==> config.mk <==
export PLATFORM = sky130hd
export DESIGN_NAME = sliding_window_rate_meter_unit
export DESIGN_NICKNAME = d
export VERILOG_FILES = /design/src/rtl/swrm_pkg.sv /design/src/rtl/swrm_front.sv /design/src/rtl/swrm_fifo.sv /design/src/rtl/swrm_div.sv /design/src/rtl/swrm_back.sv /design/src/rtl/sliding_window_rate_meter_unit.sv
export SDC_FILE = /design/constraint.sdc
export NUM_CORES = 2
export LEC_CHECK = 0
export BUFFER_PORTS_ARGS = -buffer_cell sky130_fd_sc_hd__buf_2
export CAP_MARGIN = 10
export CORE_ASPECT_RATIO = 1.25
export CORE_MARGIN = 5
export CORE_UTILIZATION = 68
export CTS_CLUSTER_DIAMETER = 40
export CTS_CLUSTER_SIZE = 12
export DETAILED_ROUTE_END_ITERATION = 10
export PLACE_DENSITY = 0.84
export SYNTH_ARGS = -nofsm -noshare
export SYNTH_HDL_FRONTEND = slang
export SYNTH_SLANG_ARGS = --single-unit
==> constraint.sdc <==
create_clock -name clk -period 55.7 [get_ports clk]
set_input_delay 2.785 -clock clk [delete_from_list [all_inputs] [get_ports clk]]
set_output_delay 2.785 -clock clk [all_outputs]
set_load 0.05 [all_outputs]
==> src/rtl/swrm_pkg.sv <==
package swrm_pkg;

	localparam int TIME_W      = 32;
	localparam int BYTES_W     = 64;
	localparam int SCALE_W     = 10;
	localparam int SCALED_W    = BYTES_W + SCALE_W;
	localparam int QUEUE_DEPTH = 2;

	// one classified sample handed from the front end to the back end
	typedef struct packed {
		logic               live;
		logic [BYTES_W-1:0] in_delta;
		logic [BYTES_W-1:0] out_delta;
		logic [TIME_W-1:0]  entry_begin;
		logic [TIME_W-1:0]  now;
	} req_t;

endpackage

==> src/rtl/swrm_front.sv <==
module swrm_front import swrm_pkg::*; (
	input  logic               clk,
	input  logic               arst_n,
	input  logic               push,
	input  logic [TIME_W-1:0]  time_ms,
	input  logic [BYTES_W-1:0] total_in_bytes,
	input  logic [BYTES_W-1:0] total_out_bytes,
	input  logic               q_full,
	output logic               q_push,
	output req_t               q_req
);

	logic [TIME_W-1:0]  last_time_q;
	logic [BYTES_W-1:0] prev_in_q;
	logic [BYTES_W-1:0] prev_out_q;
	logic [TIME_W-1:0]  elapsed;
	logic               live;

	assign elapsed = time_ms - last_time_q;
	// zero or backward steps in time are dropped
	assign live    = (elapsed != '0) && !elapsed[TIME_W-1];
	assign q_push  = push && !q_full;

	always_comb begin
		q_req.live        = live;
		q_req.in_delta    = total_in_bytes - prev_in_q;
		q_req.out_delta   = total_out_bytes - prev_out_q;
		q_req.entry_begin = last_time_q;
		q_req.now         = time_ms;
	end

	always_ff @(posedge clk or negedge arst_n) begin
		if (!arst_n) begin
			last_time_q <= '0;
			prev_in_q   <= '0;
			prev_out_q  <= '0;
		end else if (q_push && live) begin
			last_time_q <= time_ms;
			prev_in_q   <= total_in_bytes;
			prev_out_q  <= total_out_bytes;
		end
	end

endmodule

==> src/rtl/swrm_fifo.sv <==
module swrm_fifo import swrm_pkg::*; (
	input  logic clk,
	input  logic arst_n,
	input  logic push,
	input  req_t push_req,
	output logic full,
	input  logic pop,
	output logic empty,
	output req_t pop_req
);

	localparam int PTR_W = (QUEUE_DEPTH > 1) ? $clog2(QUEUE_DEPTH) : 1;
	localparam int CNT_W = $clog2(QUEUE_DEPTH + 1);
	localparam logic [PTR_W-1:0] LAST_PTR = PTR_W'(QUEUE_DEPTH - 1);

	req_t             slots_q [QUEUE_DEPTH];
	logic [PTR_W-1:0] wr_ptr_q;
	logic [PTR_W-1:0] rd_ptr_q;
	logic [CNT_W-1:0] count_q;
	logic             push_ok;
	logic             pop_ok;

	assign full    = count_q == CNT_W'(QUEUE_DEPTH);
	assign empty   = count_q == '0;
	assign push_ok = push && !full;
	assign pop_ok  = pop && !empty;
	assign pop_req = slots_q[rd_ptr_q];

	always_ff @(posedge clk) begin
		if (push_ok) begin
			slots_q[wr_ptr_q] <= push_req;
		end
	end

	always_ff @(posedge clk or negedge arst_n) begin
		if (!arst_n) begin
			wr_ptr_q <= '0;
			rd_ptr_q <= '0;
			count_q  <= '0;
		end else begin
			if (push_ok) begin
				wr_ptr_q <= (wr_ptr_q == LAST_PTR) ? '0 : PTR_W'(wr_ptr_q + 1'b1);
			end
			if (pop_ok) begin
				rd_ptr_q <= (rd_ptr_q == LAST_PTR) ? '0 : PTR_W'(rd_ptr_q + 1'b1);
			end
			if (push_ok && !pop_ok) begin
				count_q <= CNT_W'(count_q + 1'b1);
			end else if (pop_ok && !push_ok) begin
				count_q <= CNT_W'(count_q - 1'b1);
			end
		end
	end

endmodule

==> src/rtl/swrm_div.sv <==
module swrm_div import swrm_pkg::*; (
	input  logic                clk,
	input  logic                arst_n,
	input  logic                start,
	input  logic [SCALED_W-1:0] dividend,
	input  logic [TIME_W-1:0]   divisor,
	output logic                busy,
	output logic [BYTES_W-1:0]  quotient
);

	localparam int CNT_W = $clog2(SCALED_W + 1);

	logic [SCALED_W-1:0] dq_q;
	logic [TIME_W-1:0]   rem_q;
	logic [TIME_W-1:0]   div_q;
	logic [CNT_W-1:0]    cnt_q;
	logic [TIME_W:0]     trial;
	logic                fits;
	logic [TIME_W-1:0]   rem_next;

	assign trial    = {rem_q, dq_q[SCALED_W-1]};
	assign fits     = trial >= {1'b0, div_q};
	assign rem_next = fits ? TIME_W'(trial - {1'b0, div_q}) : trial[TIME_W-1:0];
	assign busy     = cnt_q != '0;
	// saturate when the quotient needs more than 64 bits
	assign quotient = (|dq_q[SCALED_W-1:BYTES_W]) ? '1 : dq_q[BYTES_W-1:0];

	always_ff @(posedge clk) begin
		if (start) begin
			dq_q  <= dividend;
			rem_q <= '0;
			div_q <= divisor;
		end else if (busy) begin
			dq_q  <= {dq_q[SCALED_W-2:0], fits};
			rem_q <= rem_next;
		end
	end

	always_ff @(posedge clk or negedge arst_n) begin
		if (!arst_n) begin
			cnt_q <= '0;
		end else if (start) begin
			cnt_q <= CNT_W'(SCALED_W);
		end else if (busy) begin
			cnt_q <= CNT_W'(cnt_q - 1'b1);
		end
	end

endmodule

==> src/rtl/swrm_back.sv <==
module swrm_back import swrm_pkg::*; #(
	parameter int WINDOW = 8
) (
	input  logic               clk,
	input  logic               arst_n,
	input  logic               q_empty,
	output logic               q_pop,
	input  req_t               q_req,
	output logic               empty,
	input  logic               pop,
	output logic [BYTES_W-1:0] in_rate,
	output logic [BYTES_W-1:0] sent_rate,
	output logic               updated
);

	localparam int SLOT_W = (WINDOW > 1) ? $clog2(WINDOW) : 1;
	localparam logic [SLOT_W-1:0] LAST_SLOT = SLOT_W'(WINDOW - 1);

	typedef enum logic [2:0] {
		ST_IDLE,
		ST_SCAN,
		ST_DRAIN,
		ST_START,
		ST_DIVIDE,
		ST_FINISH
	} state_t;

	state_t              state_q;
	logic [SLOT_W-1:0]   slot_q;
	logic [SLOT_W-1:0]   idx_q;
	logic [WINDOW-1:0]   ring_valid_q;
	logic [TIME_W-1:0]   now_q;
	logic [BYTES_W-1:0]  in_sum_q;
	logic [BYTES_W-1:0]  out_sum_q;
	logic [TIME_W-1:0]   span_q;
	logic [BYTES_W-1:0]  held_in_q;
	logic [BYTES_W-1:0]  held_out_q;
	logic                out_valid_q;
	logic [BYTES_W-1:0]  in_rate_q;
	logic [BYTES_W-1:0]  sent_rate_q;
	logic                updated_q;

	logic [BYTES_W-1:0]  ring_in_mem    [WINDOW];
	logic [BYTES_W-1:0]  ring_out_mem   [WINDOW];
	logic [TIME_W-1:0]   ring_start_mem [WINDOW];
	logic [BYTES_W-1:0]  rd_in_s1;
	logic [BYTES_W-1:0]  rd_out_s1;
	logic [TIME_W-1:0]   rd_start_s1;
	logic                rd_live_s1;

	logic                out_free;
	logic                post_rates;
	logic                ring_wr;
	logic [TIME_W-1:0]   rd_age;
	logic [SCALED_W-1:0] scaled_in;
	logic [SCALED_W-1:0] scaled_out;
	logic                div_start;
	logic                div_in_busy;
	logic                div_out_busy;
	logic                div_busy;
	logic [BYTES_W-1:0]  quot_in;
	logic [BYTES_W-1:0]  quot_out;

	assign out_free   = !out_valid_q || pop;
	assign q_pop      = (state_q == ST_IDLE) && !q_empty && (q_req.live || out_free);
	assign ring_wr    = q_pop && q_req.live;
	assign post_rates = (q_pop && !q_req.live) || ((state_q == ST_FINISH) && out_free);
	assign rd_age     = now_q - rd_start_s1;
	assign div_start  = state_q == ST_START;
	assign div_busy   = div_in_busy || div_out_busy;

	// x1000 as x1024 - x16 - x8
	assign scaled_in  = {in_sum_q, 10'b0} - {6'b0, in_sum_q, 4'b0} - {7'b0, in_sum_q, 3'b0};
	assign scaled_out = {out_sum_q, 10'b0} - {6'b0, out_sum_q, 4'b0} - {7'b0, out_sum_q, 3'b0};

	assign empty     = !out_valid_q;
	assign in_rate   = in_rate_q;
	assign sent_rate = sent_rate_q;
	assign updated   = updated_q;

	swrm_div u_div_in (
		.clk      (clk),
		.arst_n   (arst_n),
		.start    (div_start),
		.dividend (scaled_in),
		.divisor  (span_q),
		.busy     (div_in_busy),
		.quotient (quot_in)
	);

	swrm_div u_div_out (
		.clk      (clk),
		.arst_n   (arst_n),
		.start    (div_start),
		.dividend (scaled_out),
		.divisor  (span_q),
		.busy     (div_out_busy),
		.quotient (quot_out)
	);

	always_ff @(posedge clk) begin
		if (ring_wr) begin
			ring_in_mem[slot_q]    <= q_req.in_delta;
			ring_out_mem[slot_q]   <= q_req.out_delta;
			ring_start_mem[slot_q] <= q_req.entry_begin;
		end
		rd_in_s1    <= ring_in_mem[idx_q];
		rd_out_s1   <= ring_out_mem[idx_q];
		rd_start_s1 <= ring_start_mem[idx_q];
	end

	always_ff @(posedge clk or negedge arst_n) begin
		if (!arst_n) begin
			state_q      <= ST_IDLE;
			slot_q       <= '0;
			idx_q        <= '0;
			ring_valid_q <= '0;
			now_q        <= '0;
			in_sum_q     <= '0;
			out_sum_q    <= '0;
			span_q       <= '0;
			held_in_q    <= '0;
			held_out_q   <= '0;
			rd_live_s1   <= 1'b0;
			out_valid_q  <= 1'b0;
			in_rate_q    <= '0;
			sent_rate_q  <= '0;
			updated_q    <= 1'b0;
		end else begin
			if (post_rates) begin
				out_valid_q <= 1'b1;
			end else if (pop && out_valid_q) begin
				out_valid_q <= 1'b0;
			end
			rd_live_s1 <= (state_q == ST_SCAN) && ring_valid_q[idx_q];
			if (rd_live_s1) begin
				in_sum_q  <= in_sum_q + rd_in_s1;
				out_sum_q <= out_sum_q + rd_out_s1;
				if (rd_age > span_q) begin
					span_q <= rd_age;
				end
			end
			unique case (state_q)
				ST_IDLE: begin
					if (q_pop && q_req.live) begin
						ring_valid_q[slot_q] <= 1'b1;
						slot_q    <= (slot_q == LAST_SLOT) ? '0 : SLOT_W'(slot_q + 1'b1);
						now_q     <= q_req.now;
						in_sum_q  <= '0;
						out_sum_q <= '0;
						span_q    <= '0;
						idx_q     <= '0;
						state_q   <= ST_SCAN;
					end else if (q_pop) begin
						in_rate_q   <= held_in_q;
						sent_rate_q <= held_out_q;
						updated_q   <= 1'b0;
					end
				end
				ST_SCAN: begin
					if (idx_q == LAST_SLOT) begin
						state_q <= ST_DRAIN;
					end else begin
						idx_q <= SLOT_W'(idx_q + 1'b1);
					end
				end
				ST_DRAIN: begin
					state_q <= ST_START;
				end
				ST_START: begin
					state_q <= ST_DIVIDE;
				end
				ST_DIVIDE: begin
					if (!div_busy) begin
						held_in_q  <= quot_in;
						held_out_q <= quot_out;
						state_q    <= ST_FINISH;
					end
				end
				ST_FINISH: begin
					if (out_free) begin
						in_rate_q   <= held_in_q;
						sent_rate_q <= held_out_q;
						updated_q   <= 1'b1;
						state_q     <= ST_IDLE;
					end
				end
				default: begin
					state_q <= ST_IDLE;
				end
			endcase
		end
	end

	a_scan_has_entry: assert property (@(posedge clk) disable iff (!arst_n)
		state_q == ST_SCAN |-> ring_valid_q != '0)
		else $error("window scan with no valid entry");

	a_span_nonzero: assert property (@(posedge clk) disable iff (!arst_n)
		state_q == ST_DIVIDE |-> span_q != '0)
		else $error("division by a zero window span");

	a_div_runs: assert property (@(posedge clk) disable iff (!arst_n)
		state_q == ST_START |=> div_busy)
		else $error("dividers did not start");

	a_finish_posts: assert property (@(posedge clk) disable iff (!arst_n)
		(state_q == ST_FINISH) && out_free |=> out_valid_q && updated_q)
		else $error("recomputed rates not posted");

endmodule

==> src/rtl/sliding_window_rate_meter_unit.sv <==
// Sliding-window throughput meter. Each request carries a millisecond timestamp and the
// cumulative received and sent byte totals, and produces exactly one result in order:
// the received and sent rates in bytes per second over the last WINDOW accepted samples,
// truncated and saturated at 64 bits, plus updated, which is low when the sample was dropped
// because its time did not move forward (the held rates are then repeated). The front end
// classifies a request and forms the byte deltas in the cycle it is taken, then parks it in a
// two-entry queue, so push is refused only while that queue is full. A dropped sample leaves
// the back end straight from the queue head once the back end is idle and its output is free.
// An accepted sample is handled in the back end in steps: a pass over every ring entry sums
// the deltas and finds the oldest start time through the ring's single read port, then the two
// bit-serial dividers run side by side on sum*1000 / span. No clearing pass is needed after
// reset; ring entries carry valid bits.
module sliding_window_rate_meter_unit import swrm_pkg::*; #(
	parameter int WINDOW = 8
) (
	input  logic               clk,
	input  logic               arst_n,
	input  logic               push,
	output logic               full,
	input  logic [TIME_W-1:0]  time_ms,
	input  logic [BYTES_W-1:0] total_in_bytes,
	input  logic [BYTES_W-1:0] total_out_bytes,
	output logic               empty,
	input  logic               pop,
	output logic [BYTES_W-1:0] in_rate,
	output logic [BYTES_W-1:0] sent_rate,
	output logic               updated
);

	logic q_push;
	logic q_full;
	logic q_pop;
	logic q_empty;
	req_t push_req;
	req_t pop_req;

	assign full = q_full;

	swrm_front u_front (
		.clk             (clk),
		.arst_n          (arst_n),
		.push            (push),
		.time_ms         (time_ms),
		.total_in_bytes  (total_in_bytes),
		.total_out_bytes (total_out_bytes),
		.q_full          (q_full),
		.q_push          (q_push),
		.q_req           (push_req)
	);

	swrm_fifo u_fifo (
		.clk      (clk),
		.arst_n   (arst_n),
		.push     (q_push),
		.push_req (push_req),
		.full     (q_full),
		.pop      (q_pop),
		.empty    (q_empty),
		.pop_req  (pop_req)
	);

	swrm_back #(
		.WINDOW (WINDOW)
	) u_back (
		.clk       (clk),
		.arst_n    (arst_n),
		.q_empty   (q_empty),
		.q_pop     (q_pop),
		.q_req     (pop_req),
		.empty     (empty),
		.pop       (pop),
		.in_rate   (in_rate),
		.sent_rate (sent_rate),
		.updated   (updated)
	);

endmodule
== Word level (Yosys, flattened, before mapping) ==
Memories as Yosys holds them, arrays and structs flattened. A register that Yosys moved wholly into a read port is not among the register bits.
Index checks and enable logic that the tools add are counted.
Cells by class
  reduce and logical (&&, ||, !) cells: 44
  multiply operators: 0
  multiplexer cells: 57
  bitwise gates (word level): 2
  shifts and indexed selects: 0
  magnitude comparators: 6
  $add $sub $neg: 20
  divide/modulo/power cells: 0
  eq/ne operators: 15
Operator list (number)
  64-bit two-way mux: 14
  74-bit two-way mux: 4
  64-bit case mux with 2 select lines: 2
  32-bit two-way mux: 6
  74-bit by 67-bit subtractor with 74-bit output: 2
  74-bit by 68-bit subtractor with 74-bit output: 2
  64-bit adder: 2
  32-bit subtractor: 4
  64-bit subtractor: 2
  33-bit by 32-bit >= comparator with 1-bit output: 2
  32-bit > comparator: 1
  32-bit nonzero test: 1
  7-bit two-way mux: 4
  3-bit two-way mux: 7
  10-bit OR reduction: 2
  3-bit case mux with 6 select lines: 1
  1-bit logical AND: 15
  7-bit nonzero test: 2
  7-bit by 1-bit subtractor with 7-bit output (second input constant): 2
  1-bit two-way mux: 13
  3-bit == test (second input constant): 4
  2-bit nonzero test: 6
  3-bit by 4-bit less-than comparator with 1-bit output (second input constant): 2
  2-bit inequality test (second input constant): 4
  23 further kinds: 40
Word-level totals
  input port bits: 164
  latch bits: 0
  memories kept: 4
  memory bits (read-only): 0
  flip-flop bits (word level): 890
  RAM bits: 1666
  logic and storage cells: 176
  output and inout port bits: 131
Memory list
  u_back.ring_in_mem: words 8, width 64, rd ports 1, clocked after memory_dff 1, wr ports 1, RTL line swrm_back.sv:43  | logic [BYTES_W-1:0] ring_in_mem [WINDOW];
  u_back.ring_out_mem: words 8, width 64, rd ports 1, clocked after memory_dff 1, wr ports 1, RTL line swrm_back.sv:44  | logic [BYTES_W-1:0] ring_out_mem [WINDOW];
  u_fifo.slots_q: words 2, width 193, rd ports 1, clocked after memory_dff 0, wr ports 1, RTL line swrm_fifo.sv:16  | req_t slots_q [QUEUE_DEPTH];
  u_back.ring_start_mem: words 8, width 32, rd ports 1, clocked after memory_dff 1, wr ports 1, RTL line swrm_back.sv:45  | logic [TIME_W-1:0] ring_start_mem [WINDOW];

== Logic depth before layout (Yosys ltp) ==
  word-level depth: 8
  depth in mapped cells: 26
  mapped depth without buffers: 25

== Modules after synthesis ==
A second synthesis with hierarchy kept.
Unflattened totals
  cell total of the unflattened synthesis: 10323
  area total of the unflattened synthesis: 136967.6 sq um
By module, submodules not included
  swrm_back: cells an instance 6293, instances 1, area each 89913.7 sq um, seq. area each 53351.2 sq um
  swrm_div: cells an instance 758, instances 2, area each 8179.1 sq um, seq. area each 3998.8 sq um
  swrm_front: cells an instance 1894, instances 1, area each 15901.5 sq um, seq. area each 4003.8 sq um
  swrm_fifo: cells an instance 620, instances 1, area each 14794.2 sq um, seq. area each 11691.2 sq um

== Least setup slack after synthesis ==
OpenSTA, ideal clock, no wires.
  path type: reg-to-reg
  start: register u_back.state_q[0]
  end: register u_back.ring_valid_q[0]
  data arrival time: 17601 ps
  path buffers: 1
  stages on the path, launching flop included: 6
  slack: 37937 ps
  data required time: 55538 ps
  library setup time: 162 ps
  clock period less this slack: 17763 ps
  path through: dfrtp_1 clkbuf_1 nor4_1 nand2_1 nor4_1 or2_2
On the way
  cells in the longest elaborated chain, start to end: 5
RTL lines
  start: declaration: RTL line swrm_back.sv:28  | state_t state_q;
  start signal: assignment: RTL line swrm_back.sv:114  | state_q <= ST_IDLE;
  start signal: assignment: RTL line swrm_back.sv:153  | state_q <= ST_SCAN;
  start signal: assignment: RTL line swrm_back.sv:162  | state_q <= ST_DRAIN;
  3-bit logical NOT *: RTL line swrm_back.sv:65, swrm_back.sv:143
  1-bit logical AND (2 in series): RTL line swrm_back.sv:65  | assign q_pop = (state_q == ST_IDLE) && !q_empty && (q_req.live || out_free);
  1-bit logical AND: RTL line swrm_back.sv:145  | if (q_pop && q_req.live) begin
  2-bit AND reduction (no line) *
  end signal: assignment: RTL line swrm_back.sv:117  | ring_valid_q <= '0;
  end signal: indexed assignment: RTL line swrm_back.sv:146  | ring_valid_q[slot_q] <= 1'b1;
  end: declaration: RTL line swrm_back.sv:31  | logic [WINDOW-1:0] ring_valid_q;
Mark *: on every way between the ends. The rest lies on a longest branch, timed or not.
A chain may end at the register's enable or synchronous reset.

== Final worst setup path ==
  start: input time_ms[1]
  end: register u_front.prev_in_q[43]
On the way
  cells in the longest elaborated chain, start to end: 4
  elaborated cells on any way between the ends: 5
  classes of those cells: 1 x add/sub; 4 x reduce/logical
RTL lines
  start: declaration: RTL line sliding_window_rate_meter_unit.sv:20  | input logic [TIME_W-1:0] time_ms,
  32-bit subtractor *: RTL line swrm_front.sv:19  | assign elapsed = time_ms - last_time_q;
  32-bit nonzero test or 1-bit logical NOT (tied branches): RTL line swrm_front.sv:21  | assign live = (elapsed != '0) && !elapsed[TIME_W-1];
  1-bit logical AND *: RTL line swrm_front.sv:21
  1-bit logical AND *: RTL line swrm_front.sv:37  | end else if (q_push && live) begin
  end signal: assignment: RTL line swrm_front.sv:39  | prev_in_q <= total_in_bytes;
  end: declaration: RTL line swrm_front.sv:14  | logic [BYTES_W-1:0] prev_in_q;
Marked as above.

==> metrics.csv <==
stage,metric,value,unit
final_layout,Layout Cells excl Fill,13300,
synthesis,Post-synth EDFFs,1846,
sta,setup-violating endpoint count in the final report,0,
sta,slew of the pin with the lowest slew margin,1.14,ns
worst_setup_path,CP required,56.51,ns
cts,Post-CTS Setup Repair Bufs,0,
final_layout,Area Overhead vs Synth,10.5,%
sta,Final Hold Vio Count,0,
detailed_routing,final WL,337000,um
sta,Fin Clk Skew,0.0702,ns
sta,post-layout minimum cycle time,8.77,ns
outcome,status,"finished, final reports clean",
cts,CTS Root Cell,clkbuf_16,
worst_setup_path,critical path capture point type,flip-flop,
sta,TNS Setup,0,ns
placed_design,placed cells,12700,
sta,max_slew headroom,0.238,
worst_setup_path,Crit path arrival time,9.58,ns
worst_setup_path,CP cell instances,buf_2 -> ha_1 -> nor2b_1 -> o31a_1 -> o31a_1 -> a21oi_2 -> o31a_1 -> o21ai_1 -> a22oi_1 -> nor3_1 -> a2111oi_2 -> xnor2_1 -> nor3_4 -> buf_4 -> buf_4 -> buf_4 -> mux2_1,
cts,worst-case clock buffer depth,4,
synthesis,Synth Warn #,0,
synthesis,synth unique cells,92,
synthesis,Post-Syn Area per Cell,13.0,um2
hold_path,Hold Crit Depth,0,
placed_design,post-DP HPWL,210000,um
global_routing,total grt overflow,0,
cts,"Clk Latency, worst-skew pair",0.97,ns
global_routing,vias in the first global route,86400,
floorplanning,num ports,295,
final_layout,layout cells sized above 1,0.167,
placed_design,Area after DPL,137000,um2
cts,H-tree depth,5,
floorplanning,Die Wd,405,um
placed_design,Final GP Congestion,0.933,
hold_path,Worst Hold Class,flip-flop to flip-flop,
sta,post-route clock period utilization,0.157,
detailed_routing,DRT iter0 DRCs,9328,
synthesis,Most used DFF post-synth,edfxtp_1,
synthesis,#FFs+latches synth,2716,
detailed_routing,Pre-antenna DRT Iters,7,
synthesis,cells after synthesis,10200,
worst_setup_path,kind of critical path,primary input to flip-flop,
cts,clock-pin transition on the worst setup and hold timing paths,0.06,ns
synthesis,asr flop ratio synth,0.238,
cts,CTS resizes,0,
sta,Max Clk Rate,114,MHz
floorplanning,row count,181,
floorplanning,Die Y,504,um
cts,number of CTS-inserted buffers,327,
global_routing,largest net degree at the start of global routing,119,
cts,hold_buf cts,0,
detailed_routing,Routed Antenna Nets,0,
sta,RSZ-0062 raised after global routing,no,
global_routing,Tot GR Track Use,0.327,
final_layout,final core occ,0.754,
floorplanning,full die area,204000,um2
worst_setup_path,"Max FO, Critical Path",59,
detailed_routing,Via density,6.57,
synthesis,top cell type's share of synthesized area,0.418,
cts,Clock Sinks,2716,
final_layout,fin nets,11300,
detailed_routing,Routed WL per cell,25.4,um
synthesis,"top cells by area, synth","edfxtp_1, dfrtp_1, mux4_2",
sta,Final Max Tran Viols,0,
flow_run,max-cap violation count,0,
floorplanning,Starting Density,0.683,
global_routing,initial antenna violation count,24,
worst_setup_path,slowest cell delay on critical path,0.89,ns
worst_setup_path,CP max-delay cell,nor3_4,
worst_setup_path,Worst setup SP type,primary input,
global_routing,global-route wire length before repair,518000,um
placed_design,# port buffers,294,
worst_setup_path,worst r2r path cells,17,
floorplanning,core area,194000,um2
synthesis,sequential area share after synthesis,0.573,
synthesis,"Net Count, Synth",11000,
final_layout,post-route cell area,147000,um2
detailed_routing,via count,87200,
cts,clock tree from TritonCTS,done,
synthesis,most area-hungry cell type in the Yosys netlist,edfxtp_1,
detailed_routing,drc violations,0,
synthesis,"Cell Area, Synth",133000,um2
==> Yosys cell counts, types with 23 or more instances <==
cell type / instances
fa_1: 122
a211oi_1: 87
nand2b_1: 78
o21a_1: 76
dfxtp_1: 224
and3_1: 55
inv_1: 539
dfrtp_1: 646
nor2_1: 776
and2_1: 46
nor4_1: 23
nor3_1: 97
mux4_2: 322
a21boi_0: 25
a21oi_1: 708
o21bai_1: 83
clkbuf_1: 341
o31ai_1: 31
a31oi_1: 62
a21o_1: 344
edfxtp_1: 1846
mux2_1: 47
nand4_1: 103
ha_1: 571
o211ai_1: 30
and4_1: 24
nand2_1: 576
xnor2_1: 281
buf_1: 57
nor2b_1: 79
or2_2: 25
o21ai_0: 521
nand3_1: 117
or3_1: 23
mux2_2: 453
mux2_4: 107
mux2i_1: 173
xor2_1: 187
==> placed cells by master (no fill, tap or decap), types with 30 or more instances in the layout <==
| cell type | n |
|---|---|
| fa_1 | 122 |
| mux2_4 | 107 |
| nor3_1 | 93 |
| a21o_1 | 344 |
| o21bai_1 | 83 |
| a31oi_1 | 60 |
| nand2_1 | 572 |
| mux2_1 | 47 |
| clkbuf_16 | 336 |
| nor2_1 | 771 |
| nand2b_1 | 78 |
| buf_2 | 293 |
| ha_1 | 571 |
| clkbuf_1 | 114 |
| o31ai_1 | 31 |
| nand3_1 | 115 |
| nor2b_1 | 79 |
| o21a_1 | 76 |
| xor2_1 | 187 |
| buf_4 | 76 |
| mux2i_1 | 173 |
| xnor2_1 | 281 |
| and2_1 | 45 |
| mux4_2 | 322 |
| o21ai_0 | 520 |
| inv_1 | 538 |
| nand4_1 | 103 |
| edfxtp_1 | 1846 |
| mux2_2 | 453 |
| a21oi_1 | 708 |
| and3_1 | 54 |
| dfxtp_1 | 224 |
| dfrtp_1 | 641 |
| o211ai_1 | 30 |
| a211oi_1 | 87 |
==> final timing paths <==
check,from,slack [ns],endpoint
worst max-delay path,time_ms[1],46.93,u_front.prev_in_q[43]$_DFFE_PN0P_
worst min-delay path,u_back.span_q[31]$_DFF_PN0_,0.45,u_back.u_div_in.div_q[31]$_DFFE_PP_
worst max register to register,u_front.last_time_q[1]$_DFFE_PN0P_,48.39,u_front.prev_in_q[43]$_DFFE_PN0P_
worst min register to register,u_back.span_q[31]$_DFF_PN0_,0.45,u_back.u_div_in.div_q[31]$_DFFE_PP_
max in group asynchronous,arst_n,50.24,u_back.u_div_in.cnt_q[2]$_DFFE_PN0P_
min in group asynchronous,arst_n,1.84,u_back.in_sum_q[36]$_DFF_PN0_
==> per-layer routing <==
metal / GRT usage / wire [um] / vias up
met5: 0 / 101 / -
li1: - / - / 38400
met4: 0.0987 / 11300 / 16
met2: 0.523 / 159000 / 4914
met3: 0.0629 / 31600 / 818
met1: 0.464 / 136000 / 43100
==> state kept, by name, indices dropped and copies added, names as in the netlist, 74 cells and up <==
name	count
u_back.ring_in_mem	512
u_back.u_div_in.dq_q	74
u_fifo.slots_q	386
u_back.ring_out_mem	512
u_back.ring_start_mem	256
u_back.u_div_out.dq_q	74
==> critical path, delay by kind of cell <==
family,cells,cell delay [ns]
buffers and inverters,4,2.29
and+or+nand+nor,3,1.17
xor gates and xnor gates,1,0.27
muxes,1,0.39
adders and majority gates,1,0.29
AOI/OAI and AO/OA,7,2.23
==> logic make-up (layout without fill, tap and decap cells) <==
logic type	count (synthesis)	after routing	share of synthesized area
muxes	1102	1102	0.122
and+or+nand+nor	2071	2071	0.0713
AOI/OAI and AO/OA	2181	2181	0.102
buffers and inverters	960	1484	0.0280
other	0	3	0
adders and majority gates	693	693	0.0722
xor gates and xnor gates	468	468	0.0309
DFF	2716	2716	0.573
==> metrics by stage <==
| stage | setup slack [ns] | hold WS [ns] |
|---|---|---|
| 2_1_floorplan | 37.94 | 0.425 |
| 3_3_place_gp | 46.50 | 0.433 |
| 3_5_place_dp | 46.38 | 0.439 |
| 4_1_cts | 47.13 | 0.453 |
| 5_1_grt | 46.76 | 0.470 |
| 6_report | 46.93 | 0.450 |
==> area by class of cell <==
type	instances	area [um2]
Sequential cell	2716	76100
Tap cell	2562	3210
Multi-Input combinational cell	6515	53100
Clock inverter	103	988
Clock buffer	467	9070
Fill cell	11400	47700
Timing Repair Buffer	375	2150
Antenna cell	3	7.51
Inverter	539	2020
Power is not shown: default switching activity piles up to over one toggle a cycle in this logic, so the estimate is an artifact.
